==> config.mk <==
export PLATFORM = sky130hd
export DESIGN_NAME = dual_encoder_control_panel_top
export DESIGN_NICKNAME = d
export VERILOG_FILES = /design/src/rtl/core/dcp_pkg.sv /design/src/rtl/core/dcp_front.sv /design/src/rtl/core/dcp_evq.sv /design/src/rtl/core/dcp_back.sv /design/src/rtl/core/dual_encoder_control_panel_top.sv
export SDC_FILE = /design/constraint.sdc
export NUM_CORES = 1
export LEC_CHECK = 0
export ABC_CLOCK_PERIOD_IN_PS = 8850
export BUFFER_PORTS_ARGS = -buffer_cell sky130_fd_sc_hd__buf_2
export CORE_ASPECT_RATIO = 0.9
export CORE_MARGIN = 8
export CORE_UTILIZATION = 25
export DETAILED_ROUTE_END_ITERATION = 16
export HOLD_SLACK_MARGIN = 0.1
export REMOVE_ABC_BUFFERS = 1
export SLEW_MARGIN = 20
export SYNTH_ARGS = -nofsm -noshare
export SYNTH_HDL_FRONTEND = slang
export SYNTH_SLANG_ARGS = --single-unit
==> constraint.sdc <==
create_clock -name clk -period 8.85 [get_ports clk]
set_input_delay 0.4425 -clock clk [delete_from_list [all_inputs] [get_ports clk]]
set_output_delay 0.4425 -clock clk [all_outputs]
set_load 0.02 [all_outputs]
==> src/rtl/core/dcp_pkg.sv <==
`timescale 1ns / 1ps
`default_nettype none
// ----------------------------------------------------------------------------
// dcp_pkg: shared types and constants for the dual encoder control panel
// Holds the sample, result, event and configuration types, register index
// codes and the fixed limits of the panel settings.
// ----------------------------------------------------------------------------
package dcp_pkg;

    // width of the free running millisecond timestamp
    localparam int TIME_BITS = 32;

    // configuration port widths
    localparam int CFG_IDX_BITS  = 3;
    localparam int CFG_DATA_BITS = 16;

    // register index codes
    typedef enum logic [CFG_IDX_BITS-1:0] {
        CFG_MIN_PRESS  = 3'd0,
        CFG_LONG_PRESS = 3'd1,
        CFG_RESET_FREQ = 3'd2,
        CFG_FREQ_MIN   = 3'd3,
        CFG_FREQ_MAX   = 3'd4,
        CFG_FRAME_MS   = 3'd5,
        CFG_FAN_STEP   = 3'd6
    } cfg_index_t;

    // configuration register reset values
    localparam logic [15:0] MIN_PRESS_RESET  = 16'd50;
    localparam logic [15:0] LONG_PRESS_RESET = 16'd800;
    localparam logic [8:0]  RESET_FREQ_RESET = 9'd60;
    localparam logic [8:0]  FREQ_MIN_RESET   = 9'd2;
    localparam logic [8:0]  FREQ_MAX_RESET   = 9'd500;
    localparam logic [7:0]  FRAME_MS_RESET   = 8'd40;
    localparam logic [6:0]  FAN_STEP_RESET   = 7'd10;

    // panel setting limits and reset values
    localparam logic [8:0] FREQ_INIT   = 9'd60;
    localparam logic [4:0] SPEED_MIN   = 5'd1;
    localparam logic [4:0] SPEED_MAX   = 5'd20;
    localparam logic [4:0] SPEED_INIT  = 5'd5;
    localparam logic [6:0] FAN_MAX     = 7'd100;
    localparam logic [7:0] FAN_WRAP    = 8'd110;
    localparam logic [7:0] FAN_WRAP2   = 8'd220;

    typedef struct packed {
        logic [15:0] min_press_ms;
        logic [15:0] long_press_ms;
        logic [8:0]  reset_freq_half_hz;
        logic [8:0]  freq_min_half_hz;
        logic [8:0]  freq_max_half_hz;
        logic [7:0]  frame_ms_per_speed;
        logic [6:0]  fan_step_percent;
    } cfg_t;

    typedef struct packed {
        logic [TIME_BITS-1:0] now_ms;
        logic                 enc1_phase_a;
        logic                 enc1_dt;
        logic                 enc1_button;
        logic                 enc2_phase_a;
        logic                 enc2_dt;
        logic                 enc2_button;
    } sample_t;

    typedef struct packed {
        logic [8:0]  freq_half_hz;
        logic        auto_on;
        logic [4:0]  anim_speed_now;
        logic [12:0] frame_period_ms;
        logic [6:0]  fan_level;
        logic        fan_changed;
        logic        show_reset_notice;
        logic        clear_screen;
    } result_t;

    // classified events of one sample
    typedef struct packed {
        logic btn1_long;
        logic btn1_short;
        logic rot1_step;
        logic rot1_down;
        logic rot2_step;
        logic rot2_down;
        logic btn2_press;
    } event_t;

    typedef struct packed {
        logic full;
        logic empty;
    } q_status_t;

endpackage
`default_nettype wire

==> src/rtl/core/dcp_front.sv <==
`timescale 1ns / 1ps
`default_nettype none
// ----------------------------------------------------------------------------
// dcp_front: sample classifier
// Tracks pin history and press start times, and turns each accepted sample
// into rotation and button events for the back end.
// ----------------------------------------------------------------------------
module dcp_front (
    input  wire logic             clk,
    input  wire logic             rst_n,
    input  wire dcp_pkg::cfg_t    cfg,
    input  wire dcp_pkg::sample_t sample,
    input  wire logic             accept,
    output dcp_pkg::event_t       evt
);

    logic                          prev_clk1_reg, prev_clk1_next;
    logic                          prev_clk2_reg, prev_clk2_next;
    logic                          prev_btn1_reg, prev_btn1_next;
    logic                          prev_btn2_reg, prev_btn2_next;
    logic [dcp_pkg::TIME_BITS-1:0] start1_reg, start1_next;
    logic [dcp_pkg::TIME_BITS-1:0] start2_reg, start2_next;

    logic                          btn1_fall, btn1_rise;
    logic                          btn2_fall, btn2_rise;
    logic [dcp_pkg::TIME_BITS-1:0] held1, held2;
    logic                          held1_long, held1_min, held2_min;

    // edge detection and held time
    always_comb
    begin
        btn1_fall  = !sample.enc1_button && prev_btn1_reg;
        btn1_rise  = sample.enc1_button && !prev_btn1_reg;
        btn2_fall  = !sample.enc2_button && prev_btn2_reg;
        btn2_rise  = sample.enc2_button && !prev_btn2_reg;
        held1      = sample.now_ms - start1_reg;
        held2      = sample.now_ms - start2_reg;
        held1_long = held1 >= dcp_pkg::TIME_BITS'(cfg.long_press_ms);
        held1_min  = held1 >= dcp_pkg::TIME_BITS'(cfg.min_press_ms);
        held2_min  = held2 >= dcp_pkg::TIME_BITS'(cfg.min_press_ms);
    end

    // event classification, long press checked first
    always_comb
    begin
        evt.btn1_long  = btn1_rise && held1_long;
        evt.btn1_short = btn1_rise && !held1_long && held1_min;
        evt.rot1_step  = !sample.enc1_phase_a && prev_clk1_reg;
        evt.rot1_down  = sample.enc1_dt;
        evt.rot2_step  = !sample.enc2_phase_a && prev_clk2_reg;
        evt.rot2_down  = sample.enc2_dt;
        evt.btn2_press = btn2_rise && held2_min;
    end

    // history update on each accepted request
    always_comb
    begin
        prev_clk1_next = prev_clk1_reg;
        prev_clk2_next = prev_clk2_reg;
        prev_btn1_next = prev_btn1_reg;
        prev_btn2_next = prev_btn2_reg;
        start1_next    = start1_reg;
        start2_next    = start2_reg;
        if (accept)
        begin
            prev_clk1_next = sample.enc1_phase_a;
            prev_clk2_next = sample.enc2_phase_a;
            prev_btn1_next = sample.enc1_button;
            prev_btn2_next = sample.enc2_button;
            if (btn1_fall)
            begin
                start1_next = sample.now_ms;
            end
            if (btn2_fall)
            begin
                start2_next = sample.now_ms;
            end
        end
    end

    always_ff @(posedge clk or negedge rst_n)
    begin
        if (!rst_n)
        begin
            prev_clk1_reg <= 1'b1;
            prev_clk2_reg <= 1'b1;
            prev_btn1_reg <= 1'b1;
            prev_btn2_reg <= 1'b1;
            start1_reg    <= '0;
            start2_reg    <= '0;
        end
        else
        begin
            prev_clk1_reg <= prev_clk1_next;
            prev_clk2_reg <= prev_clk2_next;
            prev_btn1_reg <= prev_btn1_next;
            prev_btn2_reg <= prev_btn2_next;
            start1_reg    <= start1_next;
            start2_reg    <= start2_next;
        end
    end

endmodule
`default_nettype wire

==> src/rtl/core/dcp_evq.sv <==
`timescale 1ns / 1ps
`default_nettype none
// ----------------------------------------------------------------------------
// dcp_evq: event queue
// Two-entry queue of classified events between the front and the back end.
// ----------------------------------------------------------------------------
module dcp_evq (
    input  wire logic             clk,
    input  wire logic             rst_n,
    input  wire logic             wr_en,
    input  wire dcp_pkg::event_t  wr_data,
    input  wire logic             rd_en,
    output dcp_pkg::event_t       rd_data,
    output dcp_pkg::q_status_t    status
);

    dcp_pkg::event_t entry_reg [2];
    logic            wr_ptr_reg, wr_ptr_next;
    logic            rd_ptr_reg, rd_ptr_next;
    logic [1:0]      count_reg, count_next;
    logic            do_wr, do_rd;

    // status and head entry
    always_comb
    begin
        status.full  = count_reg == 2'd2;
        status.empty = count_reg == 2'd0;
        rd_data      = entry_reg[rd_ptr_reg];
        do_wr        = wr_en && !status.full;
        do_rd        = rd_en && !status.empty;
    end

    // pointer and count update
    always_comb
    begin
        wr_ptr_next = do_wr ? !wr_ptr_reg : wr_ptr_reg;
        rd_ptr_next = do_rd ? !rd_ptr_reg : rd_ptr_reg;
        count_next  = count_reg + 2'(do_wr) - 2'(do_rd);
    end

    always_ff @(posedge clk or negedge rst_n)
    begin
        if (!rst_n)
        begin
            wr_ptr_reg <= 1'b0;
            rd_ptr_reg <= 1'b0;
            count_reg  <= 2'd0;
        end
        else
        begin
            wr_ptr_reg <= wr_ptr_next;
            rd_ptr_reg <= rd_ptr_next;
            count_reg  <= count_next;
        end
    end

    // entry storage
    always_ff @(posedge clk)
    begin
        if (do_wr)
        begin
            entry_reg[wr_ptr_reg] <= wr_data;
        end
    end

endmodule
`default_nettype wire

==> src/rtl/core/dcp_back.sv <==
`timescale 1ns / 1ps
`default_nettype none
// ----------------------------------------------------------------------------
// dcp_back: settings engine
// Applies one event set per cycle, while the result queue has room or is popped,
// to frequency, mode, speed and fan level, and queues the resulting panel state in a two-entry result queue.
// ----------------------------------------------------------------------------
module dcp_back (
    input  wire logic             clk,
    input  wire logic             rst_n,
    input  wire dcp_pkg::cfg_t    cfg,
    input  wire logic             evt_valid,
    input  wire dcp_pkg::event_t  evt,
    output logic                  evt_take,
    input  wire logic             pop,
    output dcp_pkg::result_t      result,
    output logic                  empty
);

    logic [8:0]       freq_reg, freq_next;
    logic             auto_reg, auto_next;
    logic [4:0]       speed_reg, speed_next;
    logic [6:0]       fan_reg, fan_next;

    dcp_pkg::result_t outq_reg [2];
    logic             wr_ptr_reg, wr_ptr_next;
    logic             rd_ptr_reg, rd_ptr_next;
    logic [1:0]       count_reg, count_next;
    logic             do_rd;

    logic [8:0]        freq_a;
    logic              auto_a;
    logic signed [10:0] freq_step;
    logic [7:0]        fan_sum, fan_mod;
    dcp_pkg::result_t  res_new;

    // queue handshake
    always_comb
    begin
        empty    = count_reg == 2'd0;
        do_rd    = pop && !empty;
        evt_take = evt_valid && ((count_reg != 2'd2) || do_rd);
        result   = outq_reg[rd_ptr_reg];
    end

    // button one, then encoder one rotation
    always_comb
    begin
        freq_a = evt.btn1_long ? cfg.reset_freq_half_hz : freq_reg;
        priority if (evt.btn1_long)
        begin
            auto_a = 1'b0;
        end
        else if (evt.btn1_short)
        begin
            auto_a = !auto_reg;
        end
        else
        begin
            auto_a = auto_reg;
        end
        freq_step = $signed({2'b00, freq_a}) + (evt.rot1_down ? -11'sd1 : 11'sd1);
        freq_next = freq_a;
        auto_next = auto_a;
        if (evt.rot1_step)
        begin
            auto_next = 1'b0;
            priority if (freq_step < $signed({2'b00, cfg.freq_min_half_hz}))
            begin
                freq_next = cfg.freq_min_half_hz;
            end
            else if (freq_step > $signed({2'b00, cfg.freq_max_half_hz}))
            begin
                freq_next = cfg.freq_max_half_hz;
            end
            else
            begin
                freq_next = freq_step[8:0];
            end
        end
    end

    // encoder two rotation, speed kept within its limits
    always_comb
    begin
        speed_next = speed_reg;
        if (evt.rot2_step)
        begin
            if (evt.rot2_down)
            begin
                speed_next = (speed_reg <= dcp_pkg::SPEED_MIN) ? dcp_pkg::SPEED_MIN
                                                               : speed_reg - 5'd1;
            end
            else
            begin
                speed_next = (speed_reg >= dcp_pkg::SPEED_MAX) ? dcp_pkg::SPEED_MAX
                                                               : speed_reg + 5'd1;
            end
        end
    end

    // button two, fan level wraps past the top
    always_comb
    begin
        fan_sum = {1'b0, fan_reg} + {1'b0, cfg.fan_step_percent};
        priority if (fan_sum >= dcp_pkg::FAN_WRAP2)
        begin
            fan_mod = fan_sum - dcp_pkg::FAN_WRAP2;
        end
        else if (fan_sum >= dcp_pkg::FAN_WRAP)
        begin
            fan_mod = fan_sum - dcp_pkg::FAN_WRAP;
        end
        else
        begin
            fan_mod = fan_sum;
        end
        fan_next = fan_reg;
        if (evt.btn2_press)
        begin
            fan_next = (fan_mod > {1'b0, dcp_pkg::FAN_MAX}) ? dcp_pkg::FAN_MAX
                                                             : fan_mod[6:0];
        end
    end

    // result assembly
    always_comb
    begin
        res_new.freq_half_hz      = freq_next;
        res_new.auto_on           = auto_next;
        res_new.anim_speed_now    = speed_next;
        res_new.frame_period_ms   = 13'(speed_next * cfg.frame_ms_per_speed);
        res_new.fan_level         = fan_next;
        res_new.fan_changed       = evt.btn2_press;
        res_new.show_reset_notice = evt.btn1_long;
        res_new.clear_screen      = evt.btn1_short;
    end

    // result queue pointers
    always_comb
    begin
        wr_ptr_next = evt_take ? !wr_ptr_reg : wr_ptr_reg;
        rd_ptr_next = do_rd ? !rd_ptr_reg : rd_ptr_reg;
        count_next  = count_reg + 2'(evt_take) - 2'(do_rd);
    end

    always_ff @(posedge clk or negedge rst_n)
    begin
        if (!rst_n)
        begin
            freq_reg   <= dcp_pkg::FREQ_INIT;
            auto_reg   <= 1'b1;
            speed_reg  <= dcp_pkg::SPEED_INIT;
            fan_reg    <= '0;
            wr_ptr_reg <= 1'b0;
            rd_ptr_reg <= 1'b0;
            count_reg  <= 2'd0;
        end
        else
        begin
            if (evt_take)
            begin
                freq_reg  <= freq_next;
                auto_reg  <= auto_next;
                speed_reg <= speed_next;
                fan_reg   <= fan_next;
            end
            wr_ptr_reg <= wr_ptr_next;
            rd_ptr_reg <= rd_ptr_next;
            count_reg  <= count_next;
        end
    end

    // result storage
    always_ff @(posedge clk)
    begin
        if (evt_take)
        begin
            outq_reg[wr_ptr_reg] <= res_new;
        end
    end

endmodule
`default_nettype wire

==> src/rtl/core/dual_encoder_control_panel_top.sv <==
`timescale 1ns / 1ps
`default_nettype none
// ----------------------------------------------------------------------------
// dual_encoder_control_panel_top: two rotary encoders with button handling
// Path: the front classifies each accepted request into the event queue, and
// the back end computes its result into the result queue read at the ports.
// Throughput: one sample per cycle while the result queue has room or is popped.
// Reset: asynchronous, clears pin history, settings and both queues at once.
// ----------------------------------------------------------------------------
module dual_encoder_control_panel_top (
    input  wire logic                                 clk,
    input  wire logic                                 rst_n,
    input  wire dcp_pkg::sample_t                     sample,
    input  wire logic                                 push,
    output logic                                      full,
    output dcp_pkg::result_t                          result,
    output logic                                      empty,
    input  wire logic                                 pop,
    input  wire logic                                 cfg_valid,
    output logic                                      cfg_ready,
    input  wire logic [dcp_pkg::CFG_IDX_BITS-1:0]     cfg_index,
    input  wire logic [dcp_pkg::CFG_DATA_BITS-1:0]    cfg_data
);

    dcp_pkg::cfg_t      cfg_reg, cfg_next;
    dcp_pkg::event_t    evt_in, evt_head;
    dcp_pkg::q_status_t evq_status;
    logic               accept;
    logic               evt_take;

    // configuration register file
    always_comb
    begin
        cfg_ready = 1'b1;
        cfg_next  = cfg_reg;
        if (cfg_valid)
        begin
            unique case (dcp_pkg::cfg_index_t'(cfg_index))
                dcp_pkg::CFG_MIN_PRESS:  cfg_next.min_press_ms       = cfg_data;
                dcp_pkg::CFG_LONG_PRESS: cfg_next.long_press_ms      = cfg_data;
                dcp_pkg::CFG_RESET_FREQ: cfg_next.reset_freq_half_hz = cfg_data[8:0];
                dcp_pkg::CFG_FREQ_MIN:   cfg_next.freq_min_half_hz   = cfg_data[8:0];
                dcp_pkg::CFG_FREQ_MAX:   cfg_next.freq_max_half_hz   = cfg_data[8:0];
                dcp_pkg::CFG_FRAME_MS:   cfg_next.frame_ms_per_speed = cfg_data[7:0];
                dcp_pkg::CFG_FAN_STEP:   cfg_next.fan_step_percent   = cfg_data[6:0];
                default:                 cfg_next = cfg_reg;
            endcase
        end
    end

    always_ff @(posedge clk or negedge rst_n)
    begin
        if (!rst_n)
        begin
            cfg_reg.min_press_ms       <= dcp_pkg::MIN_PRESS_RESET;
            cfg_reg.long_press_ms      <= dcp_pkg::LONG_PRESS_RESET;
            cfg_reg.reset_freq_half_hz <= dcp_pkg::RESET_FREQ_RESET;
            cfg_reg.freq_min_half_hz   <= dcp_pkg::FREQ_MIN_RESET;
            cfg_reg.freq_max_half_hz   <= dcp_pkg::FREQ_MAX_RESET;
            cfg_reg.frame_ms_per_speed <= dcp_pkg::FRAME_MS_RESET;
            cfg_reg.fan_step_percent   <= dcp_pkg::FAN_STEP_RESET;
        end
        else
        begin
            cfg_reg <= cfg_next;
        end
    end

    // input side handshake
    always_comb
    begin
        full   = evq_status.full;
        accept = push && !evq_status.full;
    end

    // front: classify samples
    dcp_front u_front (
        .clk    (clk),
        .rst_n  (rst_n),
        .cfg    (cfg_reg),
        .sample (sample),
        .accept (accept),
        .evt    (evt_in)
    );

    // event queue between front and back
    dcp_evq u_evq (
        .clk     (clk),
        .rst_n   (rst_n),
        .wr_en   (accept),
        .wr_data (evt_in),
        .rd_en   (evt_take),
        .rd_data (evt_head),
        .status  (evq_status)
    );

    // back: apply events and queue results
    dcp_back u_back (
        .clk       (clk),
        .rst_n     (rst_n),
        .cfg       (cfg_reg),
        .evt_valid (!evq_status.empty),
        .evt       (evt_head),
        .evt_take  (evt_take),
        .pop       (pop),
        .result    (result),
        .empty     (empty)
    );

    // fan level never shown above its top
    a_fan_range: assert property (@(posedge clk) disable iff (!rst_n)
        !empty |-> result.fan_level <= dcp_pkg::FAN_MAX)
        else $error("fan level above limit");

    // animation speed stays within its limits
    a_speed_range: assert property (@(posedge clk) disable iff (!rst_n)
        !empty |-> (result.anim_speed_now >= dcp_pkg::SPEED_MIN &&
                    result.anim_speed_now <= dcp_pkg::SPEED_MAX))
        else $error("animation speed out of range");

    // frame period tracks speed and the current scale
    a_frame_period: assert property (@(posedge clk) disable iff (!rst_n)
        !empty |-> result.frame_period_ms ==
                   13'(result.anim_speed_now * cfg_reg.frame_ms_per_speed))
        else $error("frame period mismatch");

endmodule
`default_nettype wire

==> results of run 1 <==
-- through the flow --
step                cell area [um^2]  instances  utilization, %
finish                         21100       2932            29.0
global placement               19900       2863            27.3
global route                   21100       2932            29.0
detailed placement             19900       2863            27.3
floorplan                      18100       1788               -
CTS                            21100       2932            29.0
-- layer usage --
| layer | GRT usage (%) | vias to the layer above | share of wire, % |
|---|---|---|---|
| met5 | 0 | - | 0.058 |
| met1 | 16.0 | 6517 | 50 |
| met3 | 1.92 | 45 | 4.9 |
| met2 | 17.5 | 258 | 44 |
| li1 | - | 6873 | - |
| met4 | 1.51 | 4 | 1.3 |
-- layout by cell type (no fill, tap or decap), drive strengths merged, types with 27 or more instances in the layout --
| master | count |
|---|---|
| nand2 | 177 |
| ha | 175 |
| inv | 173 |
| mux2 | 152 |
| dfrtp | 140 |
| a21oi | 123 |
| buf | 115 |
| o21ai | 109 |
| nor2 | 91 |
| edfxtp | 90 |
| clkbuf | 46 |
| xnor2 | 40 |
| and2 | 33 |
| dfstp | 32 |
| a21o | 29 |
| nor3 | 28 |
| nand3 | 27 |
-- cells by family (layout without fill, tap and decap cells) --
family | Yosys count | after routing | synth area share (%)
fa+ha+maj | 197 | 197 | 14.4
simple gates | 480 | 480 | 12.9
buf+inv | 229 | 358 | 4.82
mux | 174 | 174 | 10.7
other cells | 1 | 1 | 0.0205
compound gates | 438 | 438 | 15.7
flops | 262 | 262 | 38.5
xor+xnor | 62 | 62 | 2.97
-- worst max path at each step --
stage	slack [ns]	endpoint
after floorplan	3.32	u_back.freq_reg[0]
after global placement	2.87	u_back.outq_reg[0][22]
after detailed placement	2.78	u_back.outq_reg[0][22]
after CTS	2.75	u_back.outq_reg[0][22]
after global routing	2.34	u_back.outq_reg[0][22]
final	2.79	u_back.outq_reg[0][22]
-- tightest hold or removal path, cell delays in order --
cell and delay, ns:
buf_2 0.11, inv_1 0.08, o21ai_0 0.09
-- layout make-up --
cell class	instances	area, um^2
clock buffer	46	912
inverter	174	653
timing repair buffer	128	747
multi-input combinational	1352	10400
fill	7612	51700
tap	960	1200
clock inverter	10	193
sequential	262	7050
==> flow_summary.yaml, run 1 <==
placement:
  dp_hpwl_um: 35200
  gp_congestion: 0.872
  place.port_buffers: 101
  pre_cts_ws_ns: 2.78
drt:
  wirelength_um: 46400
  drc: 0
  vias: 13700
  drtIter0Drc: 797
  viasPerCell: 4.67
  ant_nets: 0
  routedWlPerCell_um: 15.8
  drt_pass1_iterations: 5
timing:
  finalCritPeriodShare_pct: 68.5
  worst_slack_ns: 2.79
  period_minus_slack_ns: 6.06
  maxSlewHeadroom_pct: 29.2
  finalHoldViolCount: 0
  tns_ns: 0
  rsz0062_at_grt: "false"
  timing.fmax_mhz: 165
  finalClockSkew_ns: 0.0192
  setup_viol: 0
  drv_slew: 0
  max_slew.worst_pin.slew_ns: 1.06
  whs_ns: 0.150
synth:
  seq_area_frac_synth_pct: 38.5
  syn-mean-instance-area_um2: 9.92
  synth_edf_count: 90
  yosys_register_bits: 262
  synthTopCellsByCount: "177 x nand2_1, 175 x ha_1, 171 x inv_1"
  synth_top_area_share_pct: 19.2
  yosysMostFrequentCell: "nand2_1"
  synthCells: 1843
  synth_flop_cell: "dfrtp_1"
  synth-async-reset-ratio_pct: 65.6
  netlist_area_um2: 18300
  synth_cell_type_count: 88
  yosysTopAreaCell: "dfrtp_1"
  yosys_warnings: 0
  synth.area.top_cells: "dfrtp_1 19%, edfxtp_1 15%, ha_1 12%, mux2_2 9.2%, dfstp_2 4.6%"
hold_path:
  min_delay_path_depth: 3
  holdPathEnd: "u_front.prev_btn2_reg"
  hp-start: "sample[0]"
  hold_class: "input pin to register"
clock_network:
  cts_made_buffers: 30
  cts-root-buf: "clkbuf_16"
  cts_hold_buffers: 13
  clock_path_buffers: 3
  h-tree-depth: 1
  cts_resized: 0
  clk_pin_slew_worst_paths_ns: 0.06
  clock_sinks: 262
  clk_latency_ns: 0.59
  cts_tree: "done"
  cts_setup_buffers: 0
floorplan:
  core_um2: 72800
  row_count: 94
  die_w_um: 301
  start_util_pct: 25.1
  die_area_um2: 82100
  die_h_um: 273
  boundaryPins: 103
flow_run:
  maxCapViolCount: 0
worst_setup_path:
  critical_path_class: "register to register"
  end_kind: "register"
  regToRegEndpoint: "u_back.outq_reg[0][22]"
  critPathMaxStageDelay_ns: 0.67
  rr_worst_depth: 22
  start_kind: "register"
  crit_fanout: 11
  cp_data_required_time_ns: 9.18
  critPathMostFrequentCell: "a21oi_1"
  slowest_stage: "dfrtp_1"
  r2r-start: "u_evq.rd_ptr_reg"
  arrival_ns: 6.39
  startpoint: "u_evq.rd_ptr_reg"
  reg2reg_slack_ns: 2.79
  critPathTopFamily: "compound AO/OA/AOI/OAI gates"
  cp.depth: 22
  worst-path-buf-inv: 1
  crit_chain: "mux2i_1 > nand2_1 > nor2_1 > a21oi_1 > o32a_1 > o21ai_1 > nand2_1 > fa_1 > fa_1 > fa_1 > inv_1 > ha_1 > a21o_1 > a21oi_1 > o21bai_1 > a21oi_1 > nor2b_1 > o21a_1 > o21ai_0 > nand2b_1 > a21oi_1 > xnor2_1"
global_route:
  grt_max_degree: 63
  grt_use_total_pct: 11.0
  antenna_found_initial: 4
  grt_pass1_vias: 13200
  grt_pass1_wl_um: 74200
  grt_remaining_overflow: 0
outcome:
  status: "completed"
layout:
  largest_register_ffs: 76
  drive_gt1_share_pct: 19.0
  area_delta_synth_final_pct: 15.6
  final_nets: 2207
  antenna_cells: 0
Power of run 1 is left out: the tool's default activity adds up to more than one toggle a clock period on the data nets, which glitch-free logic cannot reach.
==> run 2: changes to the inputs <==
- ABC_CLOCK_PERIOD_IN_PS: 8850 -> 5840
- clock period: 8.85 -> 5.84 ns (I/O delays scaled with it)
==> run 2 against run 1 <==
Compared with the run above:
- final cell count grew 1.8%
- sequential cell count is the same
- global-route usage grew 0.11 points
- clock-buffer cell count shrank 9
- sequential share of layout area shrank 0.57 points
- core utilization grew 0.51 points
- register-to-register slack lost 2.2 ns
- critical path type unchanged
==> flow_summary.yaml, run 2 (synthesis gave the netlist of run 1 again) <==
layout:
  area_delta_synth_final_pct: 17.6
  multi_input_comb_area_um2: 10400
  seq_area_um2: 7050
  fin_util_pct: 29.5
  nFillCells: 7579
  drive_gt1_share_pct: 19.1
  antenna_cells: 0
  final_common_cell: "nand2_1"
  final_nets: 2261
  largest_register_ffs: 76
  layout_common_cells: "177 x nand2_1, 175 x ha_1, 171 x inv_1"
timing:
  whs_ns: 0.143
  finalHoldViolCount: 0
  maxSlewHeadroom_pct: 31.5
  setup_viol: 0
  tns_ns: 0
  rsz0062_at_grt: "false"
  drv_slew: 0
  timing.fmax_mhz: 189
  max_slew.worst_pin.slew_ns: 1.01
  finalClockSkew_ns: 0.0233
  period_minus_slack_ns: 5.30
  finalCritPeriodShare_pct: 90.7
worst_setup_path:
  critPathMaxStageDelay_ns: 0.59
  r2r-start: "u_back.speed_reg[0]"
  end_kind: "register"
  start_kind: "register"
  critical_path_class: "register to register"
  slowest_stage: "dfstp_2"
  cp_data_required_time_ns: 6.17
  crit_fanout: 7
  startpoint: "u_back.speed_reg[0]"
  crit_chain: "inv_1 > a21oi_1 > nor4_1 > buf_4 > a2bb2oi_1 > nor2_1 > nor2_1 > o21ai_1 > nand2_1 > fa_1 > fa_1 > fa_1 > inv_1 > ha_1 > a21o_1 > a21oi_1 > o21bai_1 > a21oi_2 > nor2b_1 > o21a_1 > o21ai_0 > nand2b_1 > a21oi_1 > xnor2_1"
  arrival_ns: 5.63
outcome:
  status: "completed"
drt:
  drc: 0
  ant_nets: 0
  vias: 14000
  viasPerCell: 4.70
  drt_pass1_iterations: 5
  drtIter0Drc: 720
  wirelength_um: 46600
  routedWlPerCell_um: 15.6
floorplan:
  die_h_um: 273
  row_count: 94
  die_area_um2: 82100
  core_um2: 72800
  die_w_um: 301
  start_util_pct: 25.1
  boundaryPins: 103
placement:
  gp_congestion: 0.877
  place.port_buffers: 101
  dp_hpwl_um: 35400
clock_network:
  cts_setup_buffers: 0
  h-tree-depth: 1
  clock_sinks: 262
  clk_pin_slew_worst_paths_ns: 0.06
  clk_latency_ns: 0.58
  cts-root-buf: "clkbuf_16"
  clock_path_buffers: 3
  cts_made_buffers: 29
  cts_tree: "done"
global_route:
  grt_use_total_pct: 11.2
  grt_remaining_overflow: 0
  grt_max_degree: 144
  antenna_found_initial: 0
  grt_pass1_wl_um: 75800
  grt_pass1_vias: 13700
flow_run:
  maxCapViolCount: 0
hold_path:
  hold_class: "input pin to asynchronous set/reset pin"
[run 2: cell count changes in the layout (fill, tap and decap cells not counted), sizes merged]
cell / change
dlygate4sd3: +43
buf: +12
clkbuf: -9
clkinv: +8
bufinv: -4
clkinvlp: +2
inv: +1
[run 2: critical path, delay by kind of cell, from the launching register on]
kind            cells  cell delay, ns
fa+ha+maj           4            1.85
xor+xnor            1            0.09
flops               1            0.59
compound gates     10            1.79
buf+inv             3            0.31
simple gates        6            0.43
[run 2: final cells by class]
cell class	count	area share, %
multi-input combinational	1352	48.3
sequential	262	32.8
timing repair buffer	183	5.95
tap	960	5.58
clock buffer	37	3.75
inverter	174	3.04
clock inverter	17	0.617
[run 2: repair_timing]
item,in CTS,in global routing
endpoints found under the setup margin,0,4
gates resized for setup,0,2
hold buffers,56,0
hold endpoints to repair,156,0
[run 2: worst paths after layout]
| path | end | slack [ns] | cells past startpoint |
|---|---|---|---|
| worst max register to register | u_back.outq_reg[0][22] | 0.54 | 24 |
| max in group asynchronous | u_back.rd_ptr_reg | 4.55 | 3 |
| worst min-delay path | u_front.start1_reg[16] | 0.14 | 2 |
| min in group clk | u_front.prev_clk2_reg | 0.15 | 4 |
| worst max-delay path | u_back.outq_reg[0][22] | 0.54 | 24 |
| worst min register to register | u_front.prev_clk2_reg | 0.46 | 2 |
[run 2: per-stage QoR]
| step | worst slack [ns] | instances | cell area (um^2) |
|---|---|---|---|
| finish | 0.543 | 2985 | 21500 |
| global route | 0.0761 | 2985 | 21500 |
| CTS | 0.487 | 2985 | 21500 |
| detailed placement | 0.423 | 2875 | 20000 |
| global placement | 0.472 | 2875 | 20000 |
| floorplan | 0.313 | 1788 | 18100 |
[run 2: metal layers]
metal / track usage, % / part of all wire (%)
met2: 17.5 / 44
met4: 2.03 / 1.7
met3: 1.93 / 5.0
met5: 0 / 0
met1: 16.1 / 49
Power of run 2 is left out for the same reason.
